### config.mk
export PLATFORM = sky130hd
export DESIGN_NAME = mfa_ctrl
export DESIGN_NICKNAME = d
export VERILOG_FILES = /design/src/rtl/mfa_pkg.sv /design/src/rtl/mfa_ctrl.sv
export SDC_FILE = /design/constraint.sdc
export NUM_CORES = 1
export LEC_CHECK = 0
export ABC_AREA = 0
export BUFFER_PORTS_ARGS = -buffer_cell sky130_fd_sc_hd__buf_2
export CORE_MARGIN = 4
export CORE_UTILIZATION = 30
export DETAILED_ROUTE_END_ITERATION = 6
export GPL_TIMING_DRIVEN = 1
export PLACE_DENSITY = 0.54
export SYNTH_ARGS = -nofsm -noshare
export SYNTH_HDL_FRONTEND = slang
export SYNTH_SLANG_ARGS = --single-unit
### constraint.sdc
create_clock -name clk_i -period 3.5 [get_ports clk_i]
set_input_delay 0.35 -clock clk_i [delete_from_list [all_inputs] [get_ports clk_i]]
set_output_delay 0.35 -clock clk_i [all_outputs]
set_load 0.005 [all_outputs]
### src/rtl/mfa_pkg.sv
// Package for the network inference block: load codes, register indexes,
// controller states, the command bundle and the activation functions.
// No dependencies.
package mfa_pkg;

  // Input item modes.
  localparam logic [1:0] MODE_WEIGHT = 2'd0;
  localparam logic [1:0] MODE_BIAS   = 2'd1;
  localparam logic [1:0] MODE_SAMPLE = 2'd2;

  // Layer select code for the output layer.
  localparam logic [2:0] LSEL_OUTPUT = 3'd4;

  // Configuration register indexes.
  localparam logic [2:0] CFG_INPUT_COUNT  = 3'd0;
  localparam logic [2:0] CFG_OUTPUT_COUNT = 3'd1;
  localparam logic [2:0] CFG_LAYER_COUNT  = 3'd2;
  localparam logic [2:0] CFG_HIDDEN1      = 3'd3;
  localparam logic [2:0] CFG_HIDDEN2      = 3'd4;
  localparam logic [2:0] CFG_HIDDEN3      = 3'd5;
  localparam logic [2:0] CFG_HIDDEN4      = 3'd6;
  localparam logic [2:0] CFG_ACT_MODE     = 3'd7;

  typedef enum logic [1:0] {
    ACT_LEAKY,
    ACT_TANH,
    ACT_SIGMOID,
    ACT_IDENTITY
  } act_e;

  typedef enum logic [3:0] {
    ST_IDLE,
    ST_BIAS,
    ST_MAC,
    ST_DRAIN,
    ST_SAT,
    ST_ACT,
    ST_ORD,
    ST_LOAD,
    ST_OUT
  } ctl_state_e;

  // Commands from the controller to the datapath.
  typedef struct packed {
    logic bias_rd;
    logic mac_rd;
    logic src_act;
    logic acc_load;
    logic sat_en;
    logic act_wr;
    logic out_layer;
    logic arg_first;
    logic out_rd;
    logic out_load;
    logic res_last;
  } dp_cmd_t;

  function automatic int clamp_int(int v, int lo, int hi);
    int r;
    r = v;
    if (v < lo) r = lo;
    if (v > hi) r = hi;
    return r;
  endfunction

  // Tanh sample points at steps of 0.5 in Q4.12.
  function automatic logic [12:0] tanh_point(logic [3:0] i);
    logic [12:0] r;
    case (i)
      4'd0:    r = 13'd0;
      4'd1:    r = 13'd1893;
      4'd2:    r = 13'd3119;
      4'd3:    r = 13'd3707;
      4'd4:    r = 13'd3949;
      4'd5:    r = 13'd4041;
      4'd6:    r = 13'd4076;
      4'd7:    r = 13'd4089;
      4'd8:    r = 13'd4093;
      4'd9:    r = 13'd4095;
      default: r = 13'd4096;
    endcase
    return r;
  endfunction

  // Linear interpolation of tanh on a magnitude.
  function automatic logic [12:0] tanh_mag(logic [16:0] m);
    logic [5:0]  i;
    logic [10:0] f;
    logic [12:0] lo;
    logic [12:0] hi;
    logic [10:0] diff;
    logic [21:0] prod;
    logic [12:0] r;
    i    = m[16:11];
    f    = m[10:0];
    lo   = tanh_point(i[3:0]);
    hi   = tanh_point(i[3:0] + 4'd1);
    diff = 11'(hi - lo);
    prod = 22'(diff * f);
    r    = lo + 13'(prod[21:11]);
    if (i >= 6'd10) r = 13'd4096;
    return r;
  endfunction

  function automatic logic signed [15:0] mfa_activate(logic signed [15:0] x, act_e kind);
    logic signed [16:0] xs;
    logic [16:0]        m;
    logic [12:0]        t;
    logic [12:0]        th;
    logic signed [15:0] r;
    xs = {x[15], x};
    m  = x[15] ? 17'(-xs) : 17'(xs);
    case (kind)
      ACT_LEAKY: begin
        r = (x > 16'sd0) ? x : (x >>> 10);
      end
      ACT_TANH: begin
        t = tanh_mag(m);
        r = x[15] ? -$signed({3'b000, t}) : $signed({3'b000, t});
      end
      ACT_SIGMOID: begin
        t  = tanh_mag(m >> 1);
        th = t >> 1;
        r  = x[15] ? $signed(16'(13'd2048 - th)) : $signed(16'({1'b0, th} + 14'd2048));
      end
      default: begin
        r = x;
      end
    endcase
    return r;
  endfunction

endpackage

### src/rtl/mfa_ctrl.sv
// Controller of the network inference block: configuration registers and the
// sequencer that walks layers, neurons and columns. Depends on mfa_pkg.
module mfa_ctrl #(
  parameter int MAX_INPUTS = 32,
  parameter int MAX_WIDTH = 32,
  parameter int MAX_OUTPUTS = 16,
  parameter int MAX_HIDDEN_LAYERS = 4,
  localparam int NCOLS = (MAX_INPUTS > MAX_WIDTH) ? MAX_INPUTS : MAX_WIDTH,
  localparam int NROWS = (MAX_OUTPUTS > MAX_WIDTH) ? MAX_OUTPUTS : MAX_WIDTH,
  localparam int NMAX = (NCOLS > NROWS) ? NCOLS : NROWS,
  localparam int CNT_W = $clog2(NMAX + 1),
  localparam int SLOT_W = $clog2(MAX_HIDDEN_LAYERS + 1)
) (
  input  logic                 clk_i,
  input  logic                 rst_ni,
  input  logic                 cfg_we_i,
  input  logic [2:0]           cfg_index_i,
  input  logic [5:0]           cfg_data_i,
  input  logic                 start_i,
  input  logic                 out_taken_i,
  output logic                 busy_o,
  output mfa_pkg::dp_cmd_t     cmd_o,
  output logic [SLOT_W-1:0]    slot_o,
  output logic [CNT_W-1:0]     row_o,
  output logic [CNT_W-1:0]     col_o,
  output logic [CNT_W-1:0]     k_o,
  output logic                 src_bank_o,
  output logic                 dst_bank_o,
  output mfa_pkg::act_e        kind_o
);
  import mfa_pkg::*;

  localparam int H_W = (MAX_HIDDEN_LAYERS > 1) ? $clog2(MAX_HIDDEN_LAYERS) : 1;
  localparam int HC_W = $clog2(MAX_HIDDEN_LAYERS + 1);

  logic [5:0] in_cnt_q;
  logic [4:0] out_cnt_q;
  logic [2:0] lay_cnt_q;
  logic [5:0] hsize_q [4];
  logic [2:0] act_mode_q;

  ctl_state_e state_q, state_d;
  logic [H_W-1:0]   h_q;
  logic             out_q;
  logic [CNT_W-1:0] nsrc_q;
  logic [CNT_W-1:0] nrows_q;
  logic [CNT_W-1:0] row_q;
  logic [CNT_W-1:0] col_q;
  logic [CNT_W-1:0] k_q;
  logic             drain_q;

  logic [CNT_W-1:0] n_in;
  logic [CNT_W-1:0] n_out;
  logic [HC_W-1:0]  n_hid;
  logic [H_W-1:0]   h_next;
  logic             last_hidden;
  logic             last_col;
  logic             last_row;
  logic             last_k;

  function automatic logic [CNT_W-1:0] hsize(logic [5:0] raw);
    return CNT_W'(clamp_int(int'(raw), 1, MAX_WIDTH));
  endfunction

  // Configuration registers keep the raw bits; clamping happens at use.
  always_ff @(posedge clk_i or negedge rst_ni) begin
    if (!rst_ni) begin
      in_cnt_q   <= 6'd1;
      out_cnt_q  <= 5'd1;
      lay_cnt_q  <= 3'd3;
      hsize_q[0] <= 6'd1;
      hsize_q[1] <= 6'd0;
      hsize_q[2] <= 6'd0;
      hsize_q[3] <= 6'd0;
      act_mode_q <= 3'd0;
    end else if (cfg_we_i) begin
      case (cfg_index_i)
        CFG_INPUT_COUNT:  in_cnt_q   <= cfg_data_i;
        CFG_OUTPUT_COUNT: out_cnt_q  <= cfg_data_i[4:0];
        CFG_LAYER_COUNT:  lay_cnt_q  <= cfg_data_i[2:0];
        CFG_HIDDEN1:      hsize_q[0] <= cfg_data_i;
        CFG_HIDDEN2:      hsize_q[1] <= cfg_data_i;
        CFG_HIDDEN3:      hsize_q[2] <= cfg_data_i;
        CFG_HIDDEN4:      hsize_q[3] <= cfg_data_i;
        CFG_ACT_MODE:     act_mode_q <= cfg_data_i[2:0];
        default: ;
      endcase
    end
  end

  // Clamped sizes and loop-end conditions.
  assign n_in   = CNT_W'(clamp_int(int'(in_cnt_q), 1, MAX_INPUTS));
  assign n_out  = CNT_W'(clamp_int(int'(out_cnt_q), 1, MAX_OUTPUTS));
  assign n_hid  = HC_W'(clamp_int(int'(lay_cnt_q), 3, 2 + MAX_HIDDEN_LAYERS) - 2);
  assign h_next = H_W'(h_q + 1'b1);
  assign last_hidden = (HC_W'(h_q) + HC_W'(1)) == n_hid;
  assign last_col = (col_q + CNT_W'(1)) == nsrc_q;
  assign last_row = (row_q + CNT_W'(1)) == nrows_q;
  assign last_k   = (k_q + CNT_W'(1)) == n_out;

  // Next state.
  always_comb begin
    state_d = state_q;
    case (state_q)
      ST_IDLE:  if (start_i) state_d = ST_BIAS;
      ST_BIAS:  state_d = ST_MAC;
      ST_MAC:   if (last_col) state_d = ST_DRAIN;
      ST_DRAIN: if (drain_q) state_d = ST_SAT;
      ST_SAT:   state_d = ST_ACT;
      ST_ACT:   state_d = (last_row && out_q) ? ST_ORD : ST_BIAS;
      ST_ORD:   state_d = ST_LOAD;
      ST_LOAD:  state_d = ST_OUT;
      ST_OUT: begin
        if (out_taken_i) state_d = last_k ? ST_IDLE : ST_ORD;
      end
      default:  state_d = ST_IDLE;
    endcase
  end

  // State and loop counters.
  always_ff @(posedge clk_i or negedge rst_ni) begin
    if (!rst_ni) begin
      state_q <= ST_IDLE;
      h_q     <= '0;
      out_q   <= 1'b0;
      nsrc_q  <= '0;
      nrows_q <= '0;
      row_q   <= '0;
      col_q   <= '0;
      k_q     <= '0;
      drain_q <= 1'b0;
    end else begin
      state_q <= state_d;
      case (state_q)
        ST_IDLE: begin
          if (start_i) begin
            h_q     <= '0;
            out_q   <= 1'b0;
            nsrc_q  <= n_in;
            nrows_q <= hsize(hsize_q[0]);
            row_q   <= '0;
          end
        end
        ST_BIAS: col_q <= '0;
        ST_MAC: begin
          col_q   <= col_q + CNT_W'(1);
          drain_q <= 1'b0;
        end
        ST_DRAIN: drain_q <= 1'b1;
        ST_ACT: begin
          if (last_row) begin
            row_q <= '0;
            k_q   <= '0;
            if (!out_q) begin
              nsrc_q <= nrows_q;
              if (last_hidden) begin
                out_q   <= 1'b1;
                nrows_q <= n_out;
              end else begin
                h_q     <= h_next;
                nrows_q <= hsize(hsize_q[h_next]);
              end
            end
          end else begin
            row_q <= row_q + CNT_W'(1);
          end
        end
        ST_OUT: if (out_taken_i) k_q <= k_q + CNT_W'(1);
        default: ;
      endcase
    end
  end

  // Commands per state.
  always_comb begin
    cmd_o           = '0;
    cmd_o.src_act   = out_q | (h_q != '0);
    cmd_o.out_layer = out_q;
    case (state_q)
      ST_BIAS: cmd_o.bias_rd = 1'b1;
      ST_MAC: begin
        cmd_o.mac_rd   = 1'b1;
        cmd_o.acc_load = (col_q == '0);
      end
      ST_SAT: cmd_o.sat_en = 1'b1;
      ST_ACT: begin
        cmd_o.act_wr    = 1'b1;
        cmd_o.arg_first = (row_q == '0);
      end
      ST_ORD: cmd_o.out_rd = 1'b1;
      ST_LOAD: begin
        cmd_o.out_load = 1'b1;
        cmd_o.res_last = last_k;
      end
      default: ;
    endcase
  end

  assign busy_o     = (state_q != ST_IDLE);
  assign slot_o     = out_q ? SLOT_W'(MAX_HIDDEN_LAYERS) : SLOT_W'(h_q);
  assign row_o      = row_q;
  assign col_o      = col_q;
  assign k_o        = k_q;
  assign src_bank_o = out_q ? h_q[0] : ~h_q[0];
  assign dst_bank_o = h_q[0];
  assign kind_o     = out_q ? act_e'(act_mode_q[2:1]) : (act_mode_q[0] ? ACT_TANH : ACT_LEAKY);

endmodule

# Yosys cells after proc, flatten, opt, wreduce, memory -nomap -nowiden
# Cells that the tools add are included.
# op_classes
add_sub_neg,6
magnitude_cmp,11
n_eq_ne,26
mux,59
bitwise_logic,3
n_reduce_logical,25
# ops
operator,n
$mux 6,20
$pmux 6 s2,5
$pmux 4 s9,1
$add 6x1->6 const B,3
$eq 6x6->1,3
$gt 6x6->1 const B,3
$lt 6x1->1 const B,3
$reduce_and 2->1,9
$eq 4x3->1 const B,4
$mux 4,4
$mux 3,5
$ne 2x2->1 const B,7
$mux 1,13
$bmux 6 s2,1
$eq 3x3->1 const B,4
$logic_not 6->1,2
$mux 2,6
$reduce_bool 2->1,5
$eq 4x2->1 const B,2
$reduce_and 4->1,2
$eq 3x2->1 const B,2
$reduce_and 3->1,2
$gt 5x5->1 const B,1
$lt 5x1->1 const B,1
other kinds (21),22
# word_totals
regBits,79
inputBits,14
wordCells,147

# Logic depth before layout (Yosys ltp)
# logic_depth
word_depth,12
depth_mapped,10
mapped_depth_nobuf,8

# Least setup slack after synthesis
# No wires, ideal clock.
# synth_path
kind,flip-flop to flip-flop
from,register h_q[0]
to,register nrows_q[0]
setup_time_ns,0.065
arrival_ns,2.435
required_time_ns,3.435
setup_slack_ns,1.000
stages_incl_launch_ff,11
path_buffers,2
period_less_slack_ns,2.500
cell_sequence,dfrtp_1 -> buf_2 -> inv_1 -> ha_1 -> buf_2 -> and3b_1 -> a31oi_1 -> and2_1 -> mux2_2 -> nand4_1 -> o211a_1
# synth_via
elab_chain_cells,12
# synth_rtl
item,line,source
"start, declared",mfa_ctrl.sv:43,logic [H_W-1:0] h_q;
"start signal, assigned",mfa_ctrl.sv:160,h_q <= h_next;
$add 2x1->2,mfa_ctrl.sv:95,assign h_next = H_W'(h_q + 1'b1);
$not 2->3 (implied by the code),mfa_ctrl.sv:161,nrows_q <= hsize(hsize_q[h_next]);
$bmux 6 s2,mfa_ctrl.sv:161,
$mux 6 (implied by the code) (2 in a row),mfa_ctrl.sv:161,
$lt 6x1->1,mfa_pkg.sv:61,if (v < lo) r = lo;
$mux 6,mfa_pkg.sv:61,
$mux 6,mfa_pkg.sv:62,if (v > hi) r = hi;
$mux 6 (*),mfa_ctrl.sv:156,if (last_hidden) begin
$mux 6 (*),mfa_ctrl.sv:154,if (!out_q) begin
$mux 6 (*),mfa_ctrl.sv:151,if (last_row) begin
$pmux 6 s2 (*),mfa_ctrl.sv:134,case (state_q)
"end signal, assigned",mfa_ctrl.sv:140,nrows_q <= hsize(hsize_q[0]);
"end signal, assigned",mfa_ctrl.sv:158,nrows_q <= n_out;
"end signal, assigned",mfa_ctrl.sv:161,
"end, declared",mfa_ctrl.sv:46,logic [CNT_W-1:0] nrows_q;
# Every way passes the cells marked *; elsewhere a longest branch is shown, timed or not. The select of a mux whose other input is x is not followed.
# A chain may end at the register's enable or synchronous reset.

==> impl_metrics.xml <==
<?xml version="1.0" encoding="UTF-8"?>
<metrics>
  <group name="outcome">
    <metric name="outcome" unit="">finished, final reports clean</metric>
  </group>
  <group name="layout">
    <metric name="drive_above_1_share" unit="%">27.7</metric>
    <metric name="multi_input_comb_area" unit="sq um">2460</metric>
    <metric name="fillerInstances" unit="">1547</metric>
    <metric name="antenna_cells_inserted" unit="">0</metric>
    <metric name="final-seq-area" unit="sq um">1980</metric>
    <metric name="utilization" unit="%">34.9</metric>
    <metric name="area.growth.synth_to_final" unit="%">14.4</metric>
    <metric name="layout.cells.non_filler" unit="">682</metric>
    <metric name="nNetsFinal" unit="">511</metric>
  </group>
  <group name="synthesis">
    <metric name="mappedNetlistArea" unit="sq um">4640</metric>
    <metric name="ys_seq_area_share" unit="%">42.8</metric>
    <metric name="yosys.area_share.xor_xnor" unit="%">4.53</metric>
    <metric name="ys_dominant_reg_cell" unit="">sky130_fd_sc_hd__dfrtp_1</metric>
    <metric name="arithmetic_cell_share_of_the_synthesized_area_counting_full_adders_half_adders_and_majority_gates" unit="%">2.16</metric>
    <metric name="post_synth_edffs" unit="">0</metric>
    <metric name="synth_nets" unit="">474</metric>
    <metric name="compound_gate_portion_of_the_synthesized_area" unit="%">12.3</metric>
    <metric name="synth_mux_area_share" unit="%">16.8</metric>
    <metric name="synth_instances" unit="">452</metric>
    <metric name="ys_types" unit="">61</metric>
    <metric name="synthSimpleGateAreaFrac" unit="%">17.1</metric>
    <metric name="dominant_combinational_cell_family_by_area_after_synthesis" unit="">simple AND/OR/NAND/NOR gates</metric>
    <metric name="syn_area_per_cell" unit="sq um">10.3</metric>
    <metric name="synth.ff_latch_count" unit="">79</metric>
    <metric name="yosys_warnings" unit="">0</metric>
    <metric name="async_reset_ff_share" unit="%">100</metric>
  </group>
  <group name="clocking">
    <metric name="clock_tree.root_cell" unit="">sky130_fd_sc_hd__clkbuf_16</metric>
    <metric name="clockBufferDepth" unit="">2</metric>
    <metric name="cts_post_setup_buffers_inserted" unit="">0</metric>
    <metric name="ctsResizeCount" unit="">0</metric>
    <metric name="cts_tree" unit="">done</metric>
    <metric name="htreeDepth" unit="">3</metric>
    <metric name="holdBufCountCts" unit="">0</metric>
    <metric name="cts.sinks" unit="">79</metric>
    <metric name="cts_buffers" unit="">9</metric>
    <metric name="clock_latency" unit="ns">0.34</metric>
    <metric name="path_clk_slew" unit="ns">0.07</metric>
  </group>
  <group name="timing">
    <metric name="hold_viol_final" unit="">0</metric>
    <metric name="finalMaxSlewViolations" unit="">0</metric>
    <metric name="final.min_clock_period" unit="ns">2.75</metric>
    <metric name="grt_setup_unrepaired" unit="">no</metric>
    <metric name="setup-violations-final" unit="">0</metric>
    <metric name="final_min_period_over_clock_period" unit="%">78.6</metric>
    <metric name="slew_headroom" unit="%">30.4</metric>
    <metric name="timing.fmax" unit="MHz">363</metric>
    <metric name="worst_tran_pin_value" unit="ns">1.04</metric>
    <metric name="fin_skew" unit="ns">0.0108</metric>
    <metric name="setup_total_negative_slack" unit="ns">0</metric>
  </group>
  <group name="worst_hold_path">
    <metric name="holdCritPathClass" unit="">primary input to async pin</metric>
  </group>
  <group name="route">
    <metric name="ant_nets" unit="">0</metric>
    <metric name="routedWlPerCell" unit="microns">16.4</metric>
    <metric name="drt_pre_antenna_iters" unit="">4</metric>
    <metric name="number_of_vias_in_the_routed_layout" unit="">3486</metric>
    <metric name="routed_wl" unit="microns">11200</metric>
    <metric name="avgViaCountPerCell" unit="">5.11</metric>
    <metric name="detail_route.drc_violations" unit="">0</metric>
    <metric name="detailed_router_s_first_iteration_violation_count" unit="">220</metric>
  </group>
  <group name="critical_path">
    <metric name="worstSetupPathType" unit="">flop to output port</metric>
    <metric name="cp-start-kind" unit="">flop</metric>
    <metric name="setup.reg_to_reg.worst_slack" unit="ns">0.90</metric>
    <metric name="crit_fanout" unit="">6</metric>
    <metric name="endpoint_arrival_time_on_the_critical_path" unit="ns">2.40</metric>
    <metric name="sort_of_element_at_the_end_of_the_critical_path" unit="">output port</metric>
    <metric name="worst_ep_required_time" unit="ns">3.15</metric>
  </group>
  <group name="global_routing">
    <metric name="gr-usage-all-layers" unit="%">13.2</metric>
    <metric name="gr-total-overflow" unit="">0</metric>
    <metric name="antenna_violations_before_repair" unit="">0</metric>
    <metric name="maximum_number_of_pins_on_one_net_before_global_route_repair" unit="">80</metric>
    <metric name="via_count_of_the_first_global_routing_pass" unit="">3451</metric>
    <metric name="wire_length_of_the_first_global_routing_pass" unit="microns">18500</metric>
  </group>
  <group name="pwr">
    <metric name="seqPwrFrac" unit="%">37.2</metric>
    <metric name="power_density" unit="nW/um^2">757</metric>
    <metric name="power_frac_clock" unit="%">23.3</metric>
    <metric name="combinationalPowerShare" unit="%">39.5</metric>
    <metric name="power_leakage" unit="nW">2.33</metric>
    <metric name="swShare" unit="%">37.6</metric>
    <metric name="worst_ir_drop_on_vdd" unit="mV">0.274</metric>
    <metric name="net-switching-power" unit="mW">1.51</metric>
    <metric name="intPower" unit="mW">2.51</metric>
  </group>
  <group name="floorplanning">
    <metric name="design.die.area" unit="sq um">17500</metric>
    <metric name="number_of_rows_created_at_floorplan" unit="">45</metric>
    <metric name="io_count" unit="">51</metric>
    <metric name="core_area" unit="sq um">15200</metric>
    <metric name="die_height" unit="microns">132</metric>
    <metric name="width_of_the_die" unit="microns">132</metric>
    <metric name="floorplan.initialDensity" unit="%">30.5</metric>
  </group>
  <group name="place">
    <metric name="place.detailed.instances" unit="">666</metric>
    <metric name="place.detailed.hpwl" unit="microns">8190</metric>
    <metric name="place_congestion" unit="">0.800</metric>
    <metric name="io_buffers" unit="">50</metric>
  </group>
  <group name="run">
    <metric name="max_cap_check_violation_count" unit="">0</metric>
  </group>
</metrics>
==> power by group through the flow <==
stage          clock network (mW)  registers, mW  logic, mW
2_1_floorplan                   0           1.36       1.29
3_3_place_gp                    0           1.50       1.57
3_5_place_dp                    0           1.51       1.60
4_1_cts                     0.969           1.49       1.61
5_1_grt                      1.02           1.54       1.76
6_report                    0.935           1.49       1.59
==> critical path, cell delays in order, from the launching register on <==
cell	delay, ns
sky130_fd_sc_hd__dfrtp_1	0.46
sky130_fd_sc_hd__ha_1	0.31
sky130_fd_sc_hd__and3b_1	0.21
sky130_fd_sc_hd__or3_1	0.35
sky130_fd_sc_hd__a211o_1	0.27
sky130_fd_sc_hd__and3_1	0.16
sky130_fd_sc_hd__and3_1	0.17
sky130_fd_sc_hd__buf_2	0.12
==> cell usage in the layout, fill, tap and decap left out, drive strengths merged, types with 14 or more instances in the layout <==
cell type  instances
o21ai             25
mux2              48
nand2             42
nor2              21
a21oi             22
dfrtp             74
nor3              14
buf               51
inv               21
xnor2             15
==> cell families after synthesis <==
family	after synthesis
AOI/OAI and AO/OA	87
xor gates and xnor gates	24
muxes	63
DFF	79
and+or+nand+nor	146
adders and majority gates	8
buffers and inverters	45
==> metrics by stage <==
stage               power [mW]  hold WS, ns  setup slack (ns)  area [sq um]
floorplan                 2.65       0.0544              1.00          4640
global placement          3.07        0.486             0.996          5010
detailed placement        3.11        0.492             0.888          5010
CTS                       4.07        0.215             0.722          5310
global route              4.33        0.235             0.476          5310
finish                    4.02        0.207             0.749          5310
==> cell type report <==
class / count / area share (%)
Clock buffer: 9 / 4.24
Clock inverter: 7 / 1.34
Inverter: 20 / 1.41
Multi-Input combinational cell: 328 / 46.3
Sequential cell: 79 / 37.4
Tap cell: 188 / 4.43
Timing Repair Buffer: 51 / 4.90
==> cell usage after synthesis (6+ instances only) <==
library cell / count / area (sq um)
sky130_fd_sc_hd__dfrtp_1: 74 / 1850
sky130_fd_sc_hd__mux2_2: 44 / 495
sky130_fd_sc_hd__nand2_1: 42 / 158
sky130_fd_sc_hd__o21ai_0: 23 / 115
sky130_fd_sc_hd__a21oi_1: 22 / 110
sky130_fd_sc_hd__inv_1: 20 / 75.1
sky130_fd_sc_hd__nor2_1: 20 / 75.1
sky130_fd_sc_hd__xnor2_1: 15 / 131
sky130_fd_sc_hd__clkbuf_1: 13 / 48.8
sky130_fd_sc_hd__nor3_1: 12 / 60.1
sky130_fd_sc_hd__and3_1: 9 / 56.3
sky130_fd_sc_hd__mux2i_1: 9 / 90.1
sky130_fd_sc_hd__nand3_1: 9 / 45.0
sky130_fd_sc_hd__nor3b_1: 9 / 67.6
sky130_fd_sc_hd__xor2_1: 9 / 78.8
sky130_fd_sc_hd__ha_1: 8 / 100
sky130_fd_sc_hd__buf_2: 6 / 30.0
sky130_fd_sc_hd__mux4_2: 6 / 135
sky130_fd_sc_hd__nand2b_1: 6 / 37.5
sky130_fd_sc_hd__nor2b_1: 6 / 37.5
==> path summary, 6_finish.rpt <==
check / endpoint / depth (start not counted) / from
min in group clk_i: state_q[3]$_DFFE_PN0P_ / 2 / out_taken_i
max: cmd_o[0] / 7 / k_o[0]$_DFFE_PN0P_
min reg2reg: act_mode_q[1]$_DFFE_PN0P_ / 1 / act_mode_q[1]$_DFFE_PN0P_
max reg2reg: h_q[1]$_DFFE_PN0P_ / 9 / h_q[0]$_DFFE_PN0P_
min: row_o[1]$_DFFE_PN0P_ / 1 / rst_ni
max in group asynchronous: act_mode_q[1]$_DFFE_PN0P_ / 1 / rst_ni
==> flip-flops by register name, summed over array words and instances, names as in the netlist, 3 cells and up <==
name and flops:
state_q 4, col_o 6, nrows_q 6, hsize_q 24
row_o 6, in_cnt_q 6, out_cnt_q 5, act_mode_q 3
nsrc_q 6, lay_cnt_q 3, k_o 6
==> per-layer routing <==
metal / vias to the layer above / GRT usage (%) / part of all wire [%] / wire (microns)
li1: 1701 / - / - / -
met1: 1732 / 17.9 / 49 / 5480
met2: 44 / 20.1 / 46 / 5200
met3: 9 / 4.47 / 3.2 / 354
met4: 0 / 3.70 / 1.5 / 166
met5: - / 0 / 0 / 0
(Power assumes the default switching activity.)
